File: src/sv/tgm_pkg.sv
// ----------------------------------------------------------------------------
// tgm_pkg
// Shared types, event codes and register reset values for the touch gesture
// to mouse event translator.
// ----------------------------------------------------------------------------
package tgm_pkg;

    // Default parameter values
    localparam int COORD_BITS_DEF = 16;
    localparam int MAX_BANDS_DEF  = 8;

    // Configuration register indexes
    localparam logic [2:0] CFG_MOVE_THRESHOLD = 3'd0;
    localparam logic [2:0] CFG_HOLD_LIMIT     = 3'd1;
    localparam logic [2:0] CFG_EDGE_X         = 3'd2;
    localparam logic [2:0] CFG_BAND_HEIGHT    = 3'd3;
    localparam logic [2:0] CFG_BAND_COUNT     = 3'd4;

    localparam int CFG_IDX_BITS  = 3;
    localparam int CFG_DATA_BITS = 16;

    // Register reset values
    localparam logic [9:0]         RST_MOVE_THRESHOLD = 10'd10;
    localparam logic [9:0]         RST_HOLD_LIMIT     = 10'd50;
    localparam logic signed [15:0] RST_EDGE_X         = -16'sd10;
    localparam logic [9:0]         RST_BAND_HEIGHT    = 10'd100;
    localparam logic [3:0]         RST_BAND_COUNT     = 4'd8;

    // Hold counter saturates here
    localparam logic [9:0] TICK_MAX = 10'd1023;

    // Event kinds
    typedef enum logic [1:0] {
        EV_MOVE    = 2'd0,
        EV_PRESS   = 2'd1,
        EV_RELEASE = 2'd2,
        EV_MACRO   = 2'd3
    } t_evt_kind;

    // Button codes
    localparam logic [2:0] BTN_NONE  = 3'd0;
    localparam logic [2:0] BTN_LEFT  = 3'd1;
    localparam logic [2:0] BTN_RIGHT = 3'd3;
    localparam logic [2:0] BTN_UP    = 3'd4;
    localparam logic [2:0] BTN_DOWN  = 3'd5;

    // Configuration register set
    typedef struct packed {
        logic [9:0]         move_threshold;
        logic [9:0]         hold_limit;
        logic signed [15:0] edge_x;
        logic [9:0]         band_height;
        logic [3:0]         band_count;
    } t_cfg;

    // One event without its position; a move always comes last in a batch
    typedef struct packed {
        t_evt_kind  kind;
        logic [2:0] button;
        logic [2:0] macro_index;
    } t_evt;

    // Up to three events caused by one sample
    typedef struct packed {
        t_evt [2:0] slot;
        logic [1:0] cnt;
    } t_batch;

    function automatic t_evt mk_evt(t_evt_kind k, logic [2:0] b, logic [2:0] m);
        t_evt e;
        e.kind        = k;
        e.button      = b;
        e.macro_index = m;
        return e;
    endfunction

endpackage

File: src/sv/tgm_if.sv
// ----------------------------------------------------------------------------
// tgm_if
// Valid/ready channels: touch samples in, mouse events out, register writes.
// ----------------------------------------------------------------------------
interface tgm_touch_if #(
    parameter int COORD_BITS = tgm_pkg::COORD_BITS_DEF
);
    logic                         valid;
    logic                         ready;
    logic [3:0]                   touch_count;
    logic signed [COORD_BITS-1:0] touch_x;
    logic signed [COORD_BITS-1:0] touch_y;

    modport source (output valid, touch_count, touch_x, touch_y, input ready);
    modport sink   (input valid, touch_count, touch_x, touch_y, output ready);
endinterface

interface tgm_event_if #(
    parameter int COORD_BITS = tgm_pkg::COORD_BITS_DEF
);
    logic                         valid;
    logic                         ready;
    logic [1:0]                   event_kind;
    logic [2:0]                   button;
    logic signed [COORD_BITS-1:0] pos_x;
    logic signed [COORD_BITS-1:0] pos_y;
    logic [2:0]                   macro_index;
    logic                         last;

    modport source (output valid, event_kind, button, pos_x, pos_y, macro_index, last,
                    input ready);
    modport sink   (input valid, event_kind, button, pos_x, pos_y, macro_index, last,
                    output ready);
endinterface

interface tgm_cfg_if;
    logic                               valid;
    logic                               ready;
    logic [tgm_pkg::CFG_IDX_BITS-1:0]   reg_index;
    logic [tgm_pkg::CFG_DATA_BITS-1:0]  wr_data;

    modport source (output valid, reg_index, wr_data, input ready);
    modport sink   (input valid, reg_index, wr_data, output ready);
endinterface

File: src/sv/tgm_cfg_regs.sv
// ----------------------------------------------------------------------------
// tgm_cfg_regs
// Configuration register file, written one register per request.
// ----------------------------------------------------------------------------
module tgm_cfg_regs (
    input  logic            i_clk,
    input  logic            i_rst_n,
    tgm_cfg_if.sink         i_cfg,
    output tgm_pkg::t_cfg   o_cfg
);

    tgm_pkg::t_cfg r_cfg;
    logic          wr_en;

    // Writes are always taken
    assign i_cfg.ready = 1'b1;
    assign wr_en       = i_cfg.valid;

    always_ff @(posedge i_clk) begin
        if (!i_rst_n) begin
            r_cfg.move_threshold <= tgm_pkg::RST_MOVE_THRESHOLD;
            r_cfg.hold_limit     <= tgm_pkg::RST_HOLD_LIMIT;
            r_cfg.edge_x         <= tgm_pkg::RST_EDGE_X;
            r_cfg.band_height    <= tgm_pkg::RST_BAND_HEIGHT;
            r_cfg.band_count     <= tgm_pkg::RST_BAND_COUNT;
        end else if (wr_en) begin
            case (i_cfg.reg_index)
                tgm_pkg::CFG_MOVE_THRESHOLD: r_cfg.move_threshold <= i_cfg.wr_data[9:0];
                tgm_pkg::CFG_HOLD_LIMIT:     r_cfg.hold_limit     <= i_cfg.wr_data[9:0];
                tgm_pkg::CFG_EDGE_X:         r_cfg.edge_x         <= $signed(i_cfg.wr_data);
                tgm_pkg::CFG_BAND_HEIGHT:    r_cfg.band_height    <= i_cfg.wr_data[9:0];
                tgm_pkg::CFG_BAND_COUNT:     r_cfg.band_count     <= i_cfg.wr_data[3:0];
                default: ;
            endcase
        end
    end

    assign o_cfg = r_cfg;

endmodule

File: src/sv/tgm_decide.sv
// ----------------------------------------------------------------------------
// tgm_decide
// Input register, gesture state and the per-sample event decision.
// ----------------------------------------------------------------------------
module tgm_decide #(
    parameter int COORD_BITS = tgm_pkg::COORD_BITS_DEF,
    parameter int MAX_BANDS  = tgm_pkg::MAX_BANDS_DEF
) (
    input  logic                          i_clk,
    input  logic                          i_rst_n,
    tgm_touch_if.sink                     i_touch,
    input  tgm_pkg::t_cfg                 i_cfg,
    input  logic                          i_free,
    output logic                          o_load,
    output tgm_pkg::t_batch               o_batch,
    output logic signed [COORD_BITS-1:0]  o_pos_x,
    output logic signed [COORD_BITS-1:0]  o_pos_y
);

    localparam int EW = (COORD_BITS > 16) ? COORD_BITS : 16;
    localparam int CW = ((COORD_BITS > 15) ? COORD_BITS : 15) + 1;
    localparam int DW = (COORD_BITS + 1 > 11) ? COORD_BITS + 1 : 11;
    localparam int IW = (MAX_BANDS > 1) ? $clog2(MAX_BANDS) : 1;

    typedef enum logic [2:0] {
        PH_IDLE   = 3'd0,
        PH_MACRO  = 3'd1,
        PH_TOUCH  = 3'd2,
        PH_DRAG   = 3'd3,
        PH_HOLD   = 3'd4,
        PH_SCROLL = 3'd5
    } t_phase;

    // Input register
    logic                         r_in_valid;
    logic [3:0]                   r_cnt;
    logic signed [COORD_BITS-1:0] r_x;
    logic signed [COORD_BITS-1:0] r_y;

    // Gesture state
    t_phase                       r_phase,  n_phase;
    logic signed [COORD_BITS-1:0] r_ax,     n_ax;
    logic signed [COORD_BITS-1:0] r_ay,     n_ay;
    logic [9:0]                   r_ticks,  n_ticks;

    logic                         fire;
    logic                         in_take;
    tgm_pkg::t_batch              batch;

    // Edge and band lookup
    logic signed [EW-1:0]         x_e;
    logic signed [EW-1:0]         edge_e;
    logic                         at_edge;
    logic signed [CW-1:0]         y_c;
    logic signed [CW-1:0]         band_top [MAX_BANDS];
    logic [MAX_BANDS-1:0]         band_hit;
    logic                         band_found;
    logic [IW-1:0]                band_idx;

    // Drag test
    logic signed [DW-1:0]         dx, dy, adx, ady;
    logic                         moved;

    // Scroll step
    logic [2:0]                   sc_btn;
    tgm_pkg::t_batch              sc_batch;

    assign fire    = r_in_valid && i_free;
    assign in_take = i_touch.valid && i_touch.ready;
    assign i_touch.ready = !r_in_valid || i_free;

    // Edge test
    assign x_e     = EW'(r_x);
    assign edge_e  = EW'(i_cfg.edge_x);
    assign at_edge = x_e < edge_e;

    // Band bounds, one compare per band
    assign y_c = CW'(r_y);
    always_comb begin
        for (int i = 0; i < MAX_BANDS; i++) begin
            band_top[i] = CW'((i + 1) * int'(i_cfg.band_height));
            band_hit[i] = (i < int'(i_cfg.band_count)) && (y_c < band_top[i]);
        end
    end

    // Lowest band that matches
    always_comb begin
        band_found = 1'b0;
        band_idx   = '0;
        for (int i = MAX_BANDS - 1; i >= 0; i--) begin
            if (band_hit[i]) begin
                band_found = 1'b1;
                band_idx   = IW'(i);
            end
        end
    end

    // Distance from anchor on either axis
    assign dx    = DW'(r_x) - DW'(r_ax);
    assign dy    = DW'(r_y) - DW'(r_ay);
    assign adx   = dx[DW-1] ? -dx : dx;
    assign ady   = dy[DW-1] ? -dy : dy;
    assign moved = ($unsigned(adx) > DW'(i_cfg.move_threshold))
                || ($unsigned(ady) > DW'(i_cfg.move_threshold));

    // Scroll step events
    always_comb begin
        if (r_y < r_ay) begin
            sc_btn = tgm_pkg::BTN_DOWN;
        end else if (r_y > r_ay) begin
            sc_btn = tgm_pkg::BTN_UP;
        end else begin
            sc_btn = tgm_pkg::BTN_NONE;
        end
        sc_batch = '0;
        if (sc_btn != tgm_pkg::BTN_NONE) begin
            sc_batch.slot[0] = tgm_pkg::mk_evt(tgm_pkg::EV_PRESS, sc_btn, 3'd0);
            sc_batch.slot[1] = tgm_pkg::mk_evt(tgm_pkg::EV_RELEASE, sc_btn, 3'd0);
            sc_batch.slot[2] = tgm_pkg::mk_evt(tgm_pkg::EV_MOVE, tgm_pkg::BTN_NONE, 3'd0);
            sc_batch.cnt     = 2'd3;
        end else begin
            sc_batch.slot[0] = tgm_pkg::mk_evt(tgm_pkg::EV_MOVE, tgm_pkg::BTN_NONE, 3'd0);
            sc_batch.cnt     = 2'd1;
        end
    end

    // Event decision and next state
    always_comb begin
        n_phase = r_phase;
        n_ax    = r_ax;
        n_ay    = r_ay;
        n_ticks = r_ticks;
        batch   = '0;
        case (r_phase)
            PH_MACRO, PH_HOLD: begin
                if (r_cnt == 4'd0) begin
                    n_phase = PH_IDLE;
                end
            end
            PH_SCROLL: begin
                if (r_cnt == 4'd0) begin
                    n_phase = PH_IDLE;
                end else begin
                    batch = sc_batch;
                    n_ax  = r_x;
                    n_ay  = r_y;
                end
            end
            PH_DRAG: begin
                if (r_cnt == 4'd0) begin
                    batch.slot[0] = tgm_pkg::mk_evt(tgm_pkg::EV_RELEASE,
                                                    tgm_pkg::BTN_LEFT, 3'd0);
                    batch.cnt     = 2'd1;
                    n_phase       = PH_IDLE;
                end else begin
                    batch.slot[0] = tgm_pkg::mk_evt(tgm_pkg::EV_MOVE,
                                                    tgm_pkg::BTN_NONE, 3'd0);
                    batch.cnt     = 2'd1;
                end
            end
            PH_TOUCH: begin
                if (r_cnt == 4'd0) begin
                    // Quick release: left click
                    batch.slot[0] = tgm_pkg::mk_evt(tgm_pkg::EV_PRESS,
                                                    tgm_pkg::BTN_LEFT, 3'd0);
                    batch.slot[1] = tgm_pkg::mk_evt(tgm_pkg::EV_RELEASE,
                                                    tgm_pkg::BTN_LEFT, 3'd0);
                    batch.cnt     = 2'd2;
                    n_phase       = PH_IDLE;
                end else if (r_cnt > 4'd1) begin
                    batch   = sc_batch;
                    n_ax    = r_x;
                    n_ay    = r_y;
                    n_phase = PH_SCROLL;
                end else begin
                    if (moved) begin
                        batch.slot[0] = tgm_pkg::mk_evt(tgm_pkg::EV_PRESS,
                                                        tgm_pkg::BTN_LEFT, 3'd0);
                        batch.slot[1] = tgm_pkg::mk_evt(tgm_pkg::EV_MOVE,
                                                        tgm_pkg::BTN_NONE, 3'd0);
                        batch.cnt     = 2'd2;
                        n_phase       = PH_DRAG;
                    end else if (r_ticks > i_cfg.hold_limit) begin
                        batch.slot[0] = tgm_pkg::mk_evt(tgm_pkg::EV_PRESS,
                                                        tgm_pkg::BTN_RIGHT, 3'd0);
                        batch.slot[1] = tgm_pkg::mk_evt(tgm_pkg::EV_RELEASE,
                                                        tgm_pkg::BTN_RIGHT, 3'd0);
                        batch.cnt     = 2'd2;
                        n_phase       = PH_HOLD;
                    end
                    if (r_ticks < tgm_pkg::TICK_MAX) begin
                        n_ticks = r_ticks + 10'd1;
                    end
                end
            end
            default: begin
                // Idle and unused codes
                n_phase = PH_IDLE;
                if (r_cnt != 4'd0) begin
                    if (at_edge) begin
                        if (band_found) begin
                            batch.slot[0] = tgm_pkg::mk_evt(tgm_pkg::EV_MACRO,
                                                            tgm_pkg::BTN_NONE,
                                                            3'(band_idx));
                            batch.cnt     = 2'd1;
                            n_phase       = PH_MACRO;
                        end
                    end else begin
                        batch.slot[0] = tgm_pkg::mk_evt(tgm_pkg::EV_MOVE,
                                                        tgm_pkg::BTN_NONE, 3'd0);
                        batch.cnt     = 2'd1;
                        n_ax          = r_x;
                        n_ay          = r_y;
                        n_ticks       = 10'd1;
                        n_phase       = (r_cnt > 4'd1) ? PH_SCROLL : PH_TOUCH;
                    end
                end
            end
        endcase
    end

    // State and input register
    always_ff @(posedge i_clk) begin
        if (!i_rst_n) begin
            r_in_valid <= 1'b0;
            r_phase    <= PH_IDLE;
            r_ax       <= '0;
            r_ay       <= '0;
            r_ticks    <= '0;
        end else begin
            if (in_take) begin
                r_in_valid <= 1'b1;
            end else if (fire) begin
                r_in_valid <= 1'b0;
            end
            if (fire) begin
                r_phase <= n_phase;
                r_ax    <= n_ax;
                r_ay    <= n_ay;
                r_ticks <= n_ticks;
            end
        end
        if (in_take) begin
            r_cnt <= i_touch.touch_count;
            r_x   <= i_touch.touch_x;
            r_y   <= i_touch.touch_y;
        end
    end

    assign o_load  = fire;
    assign o_batch = batch;
    assign o_pos_x = r_x;
    assign o_pos_y = r_y;

endmodule

File: src/sv/tgm_evt_out.sv
// ----------------------------------------------------------------------------
// tgm_evt_out
// Result register: holds one sample's events and hands them out in order.
// ----------------------------------------------------------------------------
module tgm_evt_out #(
    parameter int COORD_BITS = tgm_pkg::COORD_BITS_DEF
) (
    input  logic                          i_clk,
    input  logic                          i_rst_n,
    input  logic                          i_load,
    input  tgm_pkg::t_batch               i_batch,
    input  logic signed [COORD_BITS-1:0]  i_pos_x,
    input  logic signed [COORD_BITS-1:0]  i_pos_y,
    output logic                          o_free,
    tgm_event_if.source                   o_event
);

    tgm_pkg::t_evt [2:0]          r_slot;
    logic [1:0]                   r_cnt;
    logic signed [COORD_BITS-1:0] r_pos_x;
    logic signed [COORD_BITS-1:0] r_pos_y;
    logic                         pop;
    logic                         is_move;

    assign pop    = o_event.valid && o_event.ready;
    // Room for a new batch once the last held event leaves
    assign o_free = (r_cnt == 2'd0) || ((r_cnt == 2'd1) && o_event.ready);

    always_ff @(posedge i_clk) begin
        if (!i_rst_n) begin
            r_cnt <= '0;
        end else if (i_load) begin
            r_cnt <= i_batch.cnt;
        end else if (pop) begin
            r_cnt <= r_cnt - 2'd1;
        end
        if (i_load) begin
            r_slot  <= i_batch.slot;
            r_pos_x <= i_pos_x;
            r_pos_y <= i_pos_y;
        end else if (pop) begin
            r_slot[0] <= r_slot[1];
            r_slot[1] <= r_slot[2];
        end
    end

    // Head event drives the channel
    assign is_move             = r_slot[0].kind == tgm_pkg::EV_MOVE;
    assign o_event.valid       = r_cnt != 2'd0;
    assign o_event.event_kind  = r_slot[0].kind;
    assign o_event.button      = r_slot[0].button;
    assign o_event.macro_index = r_slot[0].macro_index;
    assign o_event.pos_x       = is_move ? r_pos_x : '0;
    assign o_event.pos_y       = is_move ? r_pos_y : '0;
    assign o_event.last        = r_cnt == 2'd1;

endmodule

File: src/sv/touch_gesture_to_mouse_events_top.sv
// Flow: a sample enters the input register on acceptance; its events are
//   loaded into the result register and presented one per cycle while ready.
// Throughput: one sample per cycle while each sample yields at most one event
//   and the output is ready; extra events hold the result register until taken.
// Reset (synchronous, active low): gesture idle, anchor and hold count zero,
//   registers back to their defaults, no event pending.
// ----------------------------------------------------------------------------
// touch_gesture_to_mouse_events_top
// Turns touch samples into pointer moves, clicks, drags, scroll button pulses
// and macro band selections.
// ----------------------------------------------------------------------------
module touch_gesture_to_mouse_events_top #(
    parameter int COORD_BITS = tgm_pkg::COORD_BITS_DEF,
    parameter int MAX_BANDS  = tgm_pkg::MAX_BANDS_DEF
) (
    input  logic         i_clk,
    input  logic         i_rst_n,
    tgm_touch_if.sink    i_touch,
    tgm_cfg_if.sink      i_cfg,
    tgm_event_if.source  o_event
);

    tgm_pkg::t_cfg                cfg;
    tgm_pkg::t_batch              batch;
    logic                         load;
    logic                         free;
    logic signed [COORD_BITS-1:0] pos_x;
    logic signed [COORD_BITS-1:0] pos_y;

    tgm_cfg_regs u_cfg (
        .i_clk   (i_clk),
        .i_rst_n (i_rst_n),
        .i_cfg   (i_cfg),
        .o_cfg   (cfg)
    );

    tgm_decide #(
        .COORD_BITS (COORD_BITS),
        .MAX_BANDS  (MAX_BANDS)
    ) u_decide (
        .i_clk   (i_clk),
        .i_rst_n (i_rst_n),
        .i_touch (i_touch),
        .i_cfg   (cfg),
        .i_free  (free),
        .o_load  (load),
        .o_batch (batch),
        .o_pos_x (pos_x),
        .o_pos_y (pos_y)
    );

    tgm_evt_out #(
        .COORD_BITS (COORD_BITS)
    ) u_out (
        .i_clk   (i_clk),
        .i_rst_n (i_rst_n),
        .i_load  (load),
        .i_batch (batch),
        .i_pos_x (pos_x),
        .i_pos_y (pos_y),
        .o_free  (free),
        .o_event (o_event)
    );

    // Only move events carry a position
    a_pos_only_on_move: assert property (@(posedge i_clk) disable iff (!i_rst_n)
        o_event.valid && (o_event.event_kind != tgm_pkg::EV_MOVE)
            |-> (o_event.pos_x == '0) && (o_event.pos_y == '0))
        else $error("position on a non-move event");

    // A macro selection is always the sole event of its sample
    a_macro_last: assert property (@(posedge i_clk) disable iff (!i_rst_n)
        o_event.valid && (o_event.event_kind == tgm_pkg::EV_MACRO) |-> o_event.last)
        else $error("macro event not last");

    // A press is always followed by another event of the same sample
    a_press_not_last: assert property (@(posedge i_clk) disable iff (!i_rst_n)
        o_event.valid && (o_event.event_kind == tgm_pkg::EV_PRESS) |-> !o_event.last)
        else $error("press event marked last");

    // A batch is only loaded when the result register has room
    a_load_when_free: assert property (@(posedge i_clk) disable iff (!i_rst_n)
        load |-> free)
        else $error("batch loaded over pending events");

endmodule
File: src/flat_wrapper.sv
// flat-port wrapper written by rule: the top's interface ports become plain ports
module touch_gesture_to_mouse_events_top_flat 
#(
    parameter int COORD_BITS = tgm_pkg::COORD_BITS_DEF,
    parameter int MAX_BANDS  = tgm_pkg::MAX_BANDS_DEF
)
  (i_clk, i_rst_n, i_touch_valid, i_touch_touch_count, i_touch_touch_x, i_touch_touch_y, i_touch_ready, i_cfg_valid, i_cfg_reg_index, i_cfg_wr_data, i_cfg_ready, o_event_valid, o_event_event_kind, o_event_button, o_event_pos_x, o_event_pos_y, o_event_macro_index, o_event_last, o_event_ready);
  tgm_touch_if #(.COORD_BITS(COORD_BITS)) i_touch_i ();
  tgm_cfg_if i_cfg_i ();
  tgm_event_if #(.COORD_BITS(COORD_BITS)) o_event_i ();
  input  logic i_clk;
  input  logic i_rst_n;
  input wire logic [$bits(i_touch_i.valid)-1:0] i_touch_valid;
  input wire logic [$bits(i_touch_i.touch_count)-1:0] i_touch_touch_count;
  input wire logic [$bits(i_touch_i.touch_x)-1:0] i_touch_touch_x;
  input wire logic [$bits(i_touch_i.touch_y)-1:0] i_touch_touch_y;
  output wire logic [$bits(i_touch_i.ready)-1:0] i_touch_ready;
  input wire logic [$bits(i_cfg_i.valid)-1:0] i_cfg_valid;
  input wire logic [$bits(i_cfg_i.reg_index)-1:0] i_cfg_reg_index;
  input wire logic [$bits(i_cfg_i.wr_data)-1:0] i_cfg_wr_data;
  output wire logic [$bits(i_cfg_i.ready)-1:0] i_cfg_ready;
  output wire logic [$bits(o_event_i.valid)-1:0] o_event_valid;
  output wire logic [$bits(o_event_i.event_kind)-1:0] o_event_event_kind;
  output wire logic [$bits(o_event_i.button)-1:0] o_event_button;
  output wire logic [$bits(o_event_i.pos_x)-1:0] o_event_pos_x;
  output wire logic [$bits(o_event_i.pos_y)-1:0] o_event_pos_y;
  output wire logic [$bits(o_event_i.macro_index)-1:0] o_event_macro_index;
  output wire logic [$bits(o_event_i.last)-1:0] o_event_last;
  input wire logic [$bits(o_event_i.ready)-1:0] o_event_ready;
  assign i_touch_i.valid = i_touch_valid;
  assign i_touch_i.touch_count = i_touch_touch_count;
  assign i_touch_i.touch_x = i_touch_touch_x;
  assign i_touch_i.touch_y = i_touch_touch_y;
  assign i_touch_ready = i_touch_i.ready;
  assign i_cfg_i.valid = i_cfg_valid;
  assign i_cfg_i.reg_index = i_cfg_reg_index;
  assign i_cfg_i.wr_data = i_cfg_wr_data;
  assign i_cfg_ready = i_cfg_i.ready;
  assign o_event_valid = o_event_i.valid;
  assign o_event_event_kind = o_event_i.event_kind;
  assign o_event_button = o_event_i.button;
  assign o_event_pos_x = o_event_i.pos_x;
  assign o_event_pos_y = o_event_i.pos_y;
  assign o_event_macro_index = o_event_i.macro_index;
  assign o_event_last = o_event_i.last;
  assign o_event_i.ready = o_event_ready;
  touch_gesture_to_mouse_events_top #(.COORD_BITS(COORD_BITS), .MAX_BANDS(MAX_BANDS)) u_core (.i_clk(i_clk), .i_rst_n(i_rst_n), .i_touch(i_touch_i), .i_cfg(i_cfg_i), .o_event(o_event_i));
endmodule
File: config.mk
export PLATFORM = sky130hd
export DESIGN_NAME = touch_gesture_to_mouse_events_top_flat
export DESIGN_NICKNAME = d
export VERILOG_FILES = /design/src/sv/tgm_pkg.sv /design/src/sv/tgm_if.sv /design/src/sv/tgm_cfg_regs.sv /design/src/sv/tgm_decide.sv /design/src/sv/tgm_evt_out.sv /design/src/sv/touch_gesture_to_mouse_events_top.sv /design/src/flat_wrapper.sv
export SDC_FILE = /design/constraint.sdc
export NUM_CORES = 1
export LEC_CHECK = 0
export BUFFER_PORTS_ARGS = -buffer_cell sky130_fd_sc_hd__buf_2
export CORE_ASPECT_RATIO = 1.25
export CORE_MARGIN = 5
export CORE_UTILIZATION = 50
export DETAILED_ROUTE_END_ITERATION = 8
export HOLD_SLACK_MARGIN = 0.08
export PLACE_DENSITY_LB_ADDON = 0.08
export SKIP_CTS_REPAIR_TIMING = 1
export SYNTH_ARGS = -nofsm -noshare
export SYNTH_HDL_FRONTEND = slang
export SYNTH_SLANG_ARGS = --single-unit
File: constraint.sdc
create_clock -name i_clk -period 5.01 [get_ports i_clk]
set_input_delay 0.2505 -clock i_clk [delete_from_list [all_inputs] [get_ports i_clk]]
set_output_delay 0.2505 -clock i_clk [all_outputs]
set_load 0.005 [all_outputs]
==> run metrics, run 1 <==
period utilisation layout=94.7%; CP Capture Type=flip-flop; Port-buffer cells=~100; Max IR drop VDD=approximately 200 µV; total CTS buffers=17; die area=between 30000 and 40000 µm²; Clk Latency, worst-skew pair=between 0.4 and 0.5 ns; I/O Pins=~100; flops & latches, synth=between 150 and 200; Die W=between 150 and 200 µm; top cells by area, synth=ha_1, edfxtp_1, dfxtp_1, a21oi_1, nand2_1; sequential area share after synthesis=between 30% and 40%; WL final=39200 µm; startpoint types=flip-flop; asr flop ratio synth=0%; total gr overflow=0; class of the worst hold path=in2reg; antenna violations before repair=0; Power per Cell Area=332 nW/µm²; Slew Viols, Final=0; initial core utilization=about 51%; Mapped Area=13700 µm²; row count=67; predominant post-synthesis flop cell=dfxtp_1; chip height=about 200 µm; net switching share of the total power=a little under two fifths; Comb power frac=between 40 and 50%; Final min period=about 4.7 ns; Finish-stage setup viols=0; crit path DAT=5.06 ns; Rel. slew slack=approximately 28%; # clock sinks=around 180; max frequency=~210 MHz; layout cells sized above 1=14.8%; leading area contributor after synthesis=ha_1; max_cap viols=0; vias per inst=around 5.7; CTS H-tree lvls=4; register share of total power=33.6%; Worst Path Required=approximately 5.3 ns; Filler cells=2436; mean post-synth cell area=about 8.7 µm²; Netlist cell types=~90; vias=12000; delay-heaviest family, CP=simple AND/OR/NAND/NOR gates; Detail Placement HPWL=around 30000 µm; all-layer global routing usage=24.9%; Post-Syn Instances=1574; CP peak stage delay=about 0.37 ns; global-route wire length before repair=between 60000 and 70000 µm; outcome=finished, final reports clean; Yosys top cell area share=around 18%; Post-route DRC=0; number of synthesized flops with an enable pin=80; Synth warnings=0; critical path's slowest cell=fa_2; clock skew=about 0.014 ns; hold_ws=~0.13 ns; Internal=0.00332 W; Synth Net Count=around 1800; Placer Congestion=just over 0.9; Worst Path Max Fanout=3; critical path class=reg2reg; layout overhead on the synthesized area=17.3%; final hold vios=0; switching pwr=between 0.002 and 0.0025 W; CTS clk-pin slew, worst paths=0.08 ns; Bufs and invs on worst path=2; first-pass detailed-route iteration total=5; PnR Total Power=approximately 0.0054 W; CTS tree=built; DR iter-0 viols=894; largest net degree at the start of global routing=47; Leak=~6.9 nW; drt wl/cell=18.6 µm; clock share of power=about 25%; layout net count=a little over 2000; Worst Max-Slew Pin Slew=~1.1 ns; number of global-route vias before repair=around 12000; n_diodes=0; Core ar.=roughly 27000 µm²; Antenna Nets Post-Route=0; CTS root buf=clkbuf_16; clock buffer depth=2; crit path cell chain=inv_1, ha_1, fa_2, xor2_1, nand2_1, or3_1, nand2b_1, nor2_1, a21oi_1, xnor2_1, ha_1, nand4_1, o32ai_2, o22ai_1, a21oi_2, o21ai_0, nor4b_2, buf_4, nand4_1, nor4_4, a21o_1
-- cell type report --
type / instances / area [µm²] / area share, %
clock buffer: 17 / 425 / 2.64
inverter: 127 / 477 / 2.96
sequential: 178 / 4370 / 27.1
timing repair buffer: 211 / 1440 / 8.94
multi-input combinational: 1216 / 8820 / 54.8
clock inverter: 15 / 148 / 0.917
tap: 345 / 432 / 2.68
-- cells in the mapped netlist, types with 19 or more instances --
master    number
xor2_1        26
inv_1        127
o211ai_1      26
and2_1        46
nor3_1        32
a21oi_1      150
ha_1         199
clkbuf_1      35
o21ai_0       52
nand4_1       19
nand2b_1      24
nand3_1       36
a21o_1        45
edfxtp_1      80
nor2_1        80
nand2_1      198
dfxtp_1       98
xnor2_1       33
-- logic make-up after synthesis --
kind of cell | Yosys count | synth area share [%]
AOI/OAI and AO/OA | 415 | 19.7
xor gates and xnor gates | 60 | 3.88
adders and majority gates | 213 | 20.2
buffers and inverters | 180 | 5.25
DFF | 178 | 31.8
muxes | 15 | 1.10
other | 1 | 0.0273
and+or+nand+nor | 512 | 18.1
-- flip-flops by register name (all words and copies together), names as in the netlist, 2 cells and up --
register and count:
u_core.u_decide.r_ay 16, u_core.u_decide.o_pos_x 16, u_core.u_decide.o_pos_y 16, u_core.u_out.r_pos_y 16, u_core.u_decide.r_phase 3, u_core.u_out.r_slot 4
u_core.u_decide.r_ax 16, u_core.u_out.r_cnt 2, u_core.u_decide.r_cnt 4, u_core.u_decide.r_ticks 10, u_core.u_cfg.o_cfg 50, u_core.u_out.r_pos_x 16
u_core.u_out.o_event.event_kind 2, u_core.u_out.o_event.button 3, u_core.u_out.o_event.macro_index 3
-- path summary, 6_finish.rpt --
check	startpoint	end	slack, ns	cells past startpoint
hold reg to reg	u_core.u_decide.r_ay[8]$_SDFFE_PN0P_	u_core.u_decide.r_ay[8]$_SDFFE_PN0P_	0.45	2
setup / recovery	u_core.u_decide.o_pos_y[0]$_DFFE_PP_	u_core.u_out.o_event.button[1]$_DFFE_PP_	0.26	21
setup reg to reg	u_core.u_decide.o_pos_y[0]$_DFFE_PP_	u_core.u_out.o_event.button[1]$_DFFE_PP_	0.26	21
hold / removal	i_cfg_wr_data[7]	u_core.u_cfg.o_cfg[47]$_SDFFE_PN0P_	0.13	3
-- power groups by stage --
| stage | clock [W] | sequential (W) | combinational, W |
|---|---|---|---|
| after global placement | 0 | 0.00183 | 0.00205 |
| after floorplan | 0 | 0.00181 | 0.00147 |
| after CTS | 0.00137 | 0.00180 | 0.00211 |
| final | 0.00135 | 0.00180 | 0.00221 |
| after detailed placement | 0 | 0.00183 | 0.00209 |
| after global routing | 0.00142 | 0.00182 | 0.00247 |
-- metrics by stage --
stage	TNS, ns	std cells	worst slack (ns)	area, µm²	utilization, %
2_1_floorplan	0	1574	0.321	13700	-
3_3_place_gp	0	2024	0.105	14900	55.0
3_5_place_dp	-0.0627	2024	-0.0627	14900	55.0
4_1_cts	-0.110	2056	-0.0882	15400	57.2
5_1_grt	-0.0746	2109	-0.0353	16100	59.7
6_report	0	2109	0.263	16100	59.7
-- worst register-to-register path: stages (launching register included) --
cell	delay, ns
edfxtp_1	0.36
inv_1	0.05
ha_1	0.23
fa_2	0.37
xor2_1	0.35
nand2_1	0.13
or3_1	0.36
nand2b_1	0.18
nor2_1	0.11
a21oi_1	0.09
xnor2_1	0.14
ha_1	0.29
nand4_1	0.16
o32ai_2	0.29
o22ai_1	0.13
a21oi_2	0.16
o21ai_0	0.12
nor4b_2	0.31
buf_4	0.16
nand4_1	0.20
nor4_4	0.32
a21o_1	0.12
-- layout by cell type, fill, tap and decap left out, types with 43 or more instances in the layout --
| cell | netlist | layout |
|---|---|---|
| dlygate4sd3_1 | 0 | 43 |
| a21o_1 | 45 | 45 |
| buf_2 | 3 | 102 |
| buf_4 | 9 | 65 |
| a21oi_1 | 150 | 141 |
| dfxtp_1 | 98 | 96 |
| nand2_1 | 198 | 198 |
| nor2_1 | 80 | 78 |
| inv_1 | 127 | 126 |
| ha_1 | 199 | 199 |
| edfxtp_1 | 80 | 80 |
| o21ai_0 | 52 | 47 |
| and2_1 | 46 | 45 |
-- metal layers --
layer | global-route usage [%] | routed length [µm] | vias to the layer above | part of all wire [%]
met5 | 0 | 0 | - | 0
met4 | 10.0 | 1630 | 0 | 4.1
met3 | 3.06 | 1480 | 95 | 3.8
met2 | 44.6 | 19800 | 284 | 50
met1 | 29.7 | 16300 | 5656 | 42
li1 | - | - | 6001 | -
No activity file was read; power rests on OpenSTA's default activity.
==> run 2, diff against run 1 <==
- HOLD_SLACK_MARGIN: 0.08 -> not set
- RECOVER_POWER: not set -> 50
- SETUP_SLACK_MARGIN: not set -> 0.02
==> run metrics, run 2 (synthesis gave the netlist of run 1 again) <==
n_diodes=0; setup_tns=0 ns; R2R depth=20; WL final=39200 µm; Worst Max-Slew Pin Slew=approximately 2.3 ns; # clock sinks=about 180; Finish-stage setup viols=0; CTS root buf=clkbuf_16; layout cells sized above 1=13.0%; Final Non-Filler Cells=around 2100; total gr overflow=0; max_cap viols=1; all-layer global routing usage=around 25%; startpoint types=flip-flop; drt wl/cell=about 19 µm; CTS tree=built; chip height=between 150 and 200 µm; Max IR drop VDD=between 200 and 250 µV; Core ar.=27000 µm²; Rel. slew slack=-54.0%; Port-buffer cells=about 100; initial core utilization=about half; Final Core Density=approximately 60%; worst r2r src=u_core.u_decide.o_pos_y[3]$_DFFE_PP_; row count=between 60 and 70; most common cell after layout, fill and taps aside=ha_1; max reg flops=50; first-pass detailed-route iteration total=7; hold_ws=~0.037 ns; Post-route DRC=0; R2R Setup Slk=0.26 ns; Critical Path Sink=u_core.u_out.o_event.button[1]$_DFFE_PP_; outcome=complete, but fails checks; Worst Path Max Fanout=5; Detail Placement HPWL=about 30000 µm; Filler cells=between 2000 and 2500; vias=roughly 12000; clock skew=between 0.01 and 0.015 ns; CP Capture Type=flip-flop; Antenna Nets Post-Route=0; Power per Cell Area=between 300 and 400 nW/µm²; CTS H-tree lvls=4; Crit. Startpoint=u_core.u_decide.o_pos_y[3]$_DFFE_PP_; Die W=158 µm; Clk Latency, worst-skew pair=0.44 ns; crit path DAT=roughly 5.1 ns; largest net degree at the start of global routing=47; class of the worst hold path=in2reg; DR iter-0 viols=875; Slew Viols, Final=47; Leak=about 6.7 nW; layout net count=between 2000 and 2500; vias per inst=approximately 5.7; final hold vios=0; Worst Path Required=~5.3 ns; Placer Congestion=~0.9; violated checks=max-capacitance violations, max-slew violations; most frequent cells in the layout=ha_1, nand2_1, a21oi_1; antenna violations before repair=0; placed cells=about 2000; Final min period=4.75 ns; die area=roughly 31000 µm²; global-route wire length before repair=between 60000 and 70000 µm; total CTS buffers=17; final setup margin=roughly 0.26 ns; dpl ws=-0.0627 ns; critical path class=reg2reg; period utilisation layout=94.8%; CTS clk-pin slew, worst paths=roughly 0.08 ns; number of global-route vias before repair=between 10000 and 15000; I/O Pins=104; R2R Path End=u_core.u_out.o_event.button[1]$_DFFE_PP_; max frequency=about 210 MHz; clock buffer depth=2; layout overhead on the synthesized area=16.3%
==> run 2: changes by cell type in the layout (fill, tap and decap cells not counted), moves of 8 or more <==
cell           previous run  this run
buf_2                   102        88
dlygate4sd3_1            43        35
buf_4                    65        42
clkbuf_1                  0        39
==> run 2: power by group <==
group	total (W)	internal, W	leakage (nW)	switching [W]
sequential	0.00180	0.00171	1.56	0.0000893
combinational	0.00219	0.000886	4.90	0.00130
clock	0.00134	0.000701	0.279	0.000642
==> run 2: worst min path at each step <==
stage	depth (start not counted)	start	to	slack, ns
after global routing	3	i_touch_valid	u_core.u_decide.r_in_valid$_SDFFE_PN0P_	0.05
after global placement	1	i_touch_touch_y[1]	u_core.u_decide.o_pos_y[1]$_DFFE_PP_	0.43
final	3	i_touch_valid	u_core.u_decide.r_in_valid$_SDFFE_PN0P_	0.04
after CTS	1	i_touch_touch_y[15]	u_core.u_decide.o_pos_y[15]$_DFFE_PP_	-0.03
after detailed placement	1	i_touch_touch_y[1]	u_core.u_decide.o_pos_y[1]$_DFFE_PP_	0.43
after floorplan	0	i_touch_touch_x[0]	u_core.u_decide.o_pos_x[0]$_DFFE_PP_	0.35
==> run 2: critical path, cell delays in order (launching register included) <==
cell and delay [ns]:
edfxtp_1 0.42, ha_1 0.38, a21o_1 0.22, a21oi_1 0.31
a21boi_0 0.18, or2_2 0.37, nand2b_1 0.11, nor2_1 0.05
a21oi_1 0.21, xnor2_1 0.11, ha_1 0.30, nand4_1 0.16
o32ai_2 0.29, o22ai_1 0.14, a21oi_2 0.16, o21ai_0 0.12
nor4b_2 0.30, buf_4 0.16, nand4_1 0.20, nor4_4 0.32
a21o_1 0.12
==> run 2: routing by layer <==
| metal | part of all wire [%] | global-route usage (%) |
|---|---|---|
| met2 | 50 | 44.6 |
| met4 | 4.1 | 10.0 |
| met3 | 4.2 | 3.06 |
| met5 | 0 | 0 |
| met1 | 41 | 29.7 |
==> run 2: per-stage QoR <==
stage	power, W	instance area, µm²
4_1_cts	0.00527	15400
2_1_floorplan	0.00329	13700
6_report	0.00533	16000
5_1_grt	0.00569	16000
3_5_place_dp	0.00392	14900
3_3_place_gp	0.00388	14900
==> run 2: cell type report <==
type	count	area (µm²)	share of cell area, %
Clock inverter	15	148	0.925
Timing Repair Buffer	205	1260	7.92
Tap cell	345	432	2.70
Multi-Input combinational cell	1216	8850	55.5
Clock buffer	17	425	2.66
Inverter	127	477	2.99
Sequential cell	178	4370	27.4
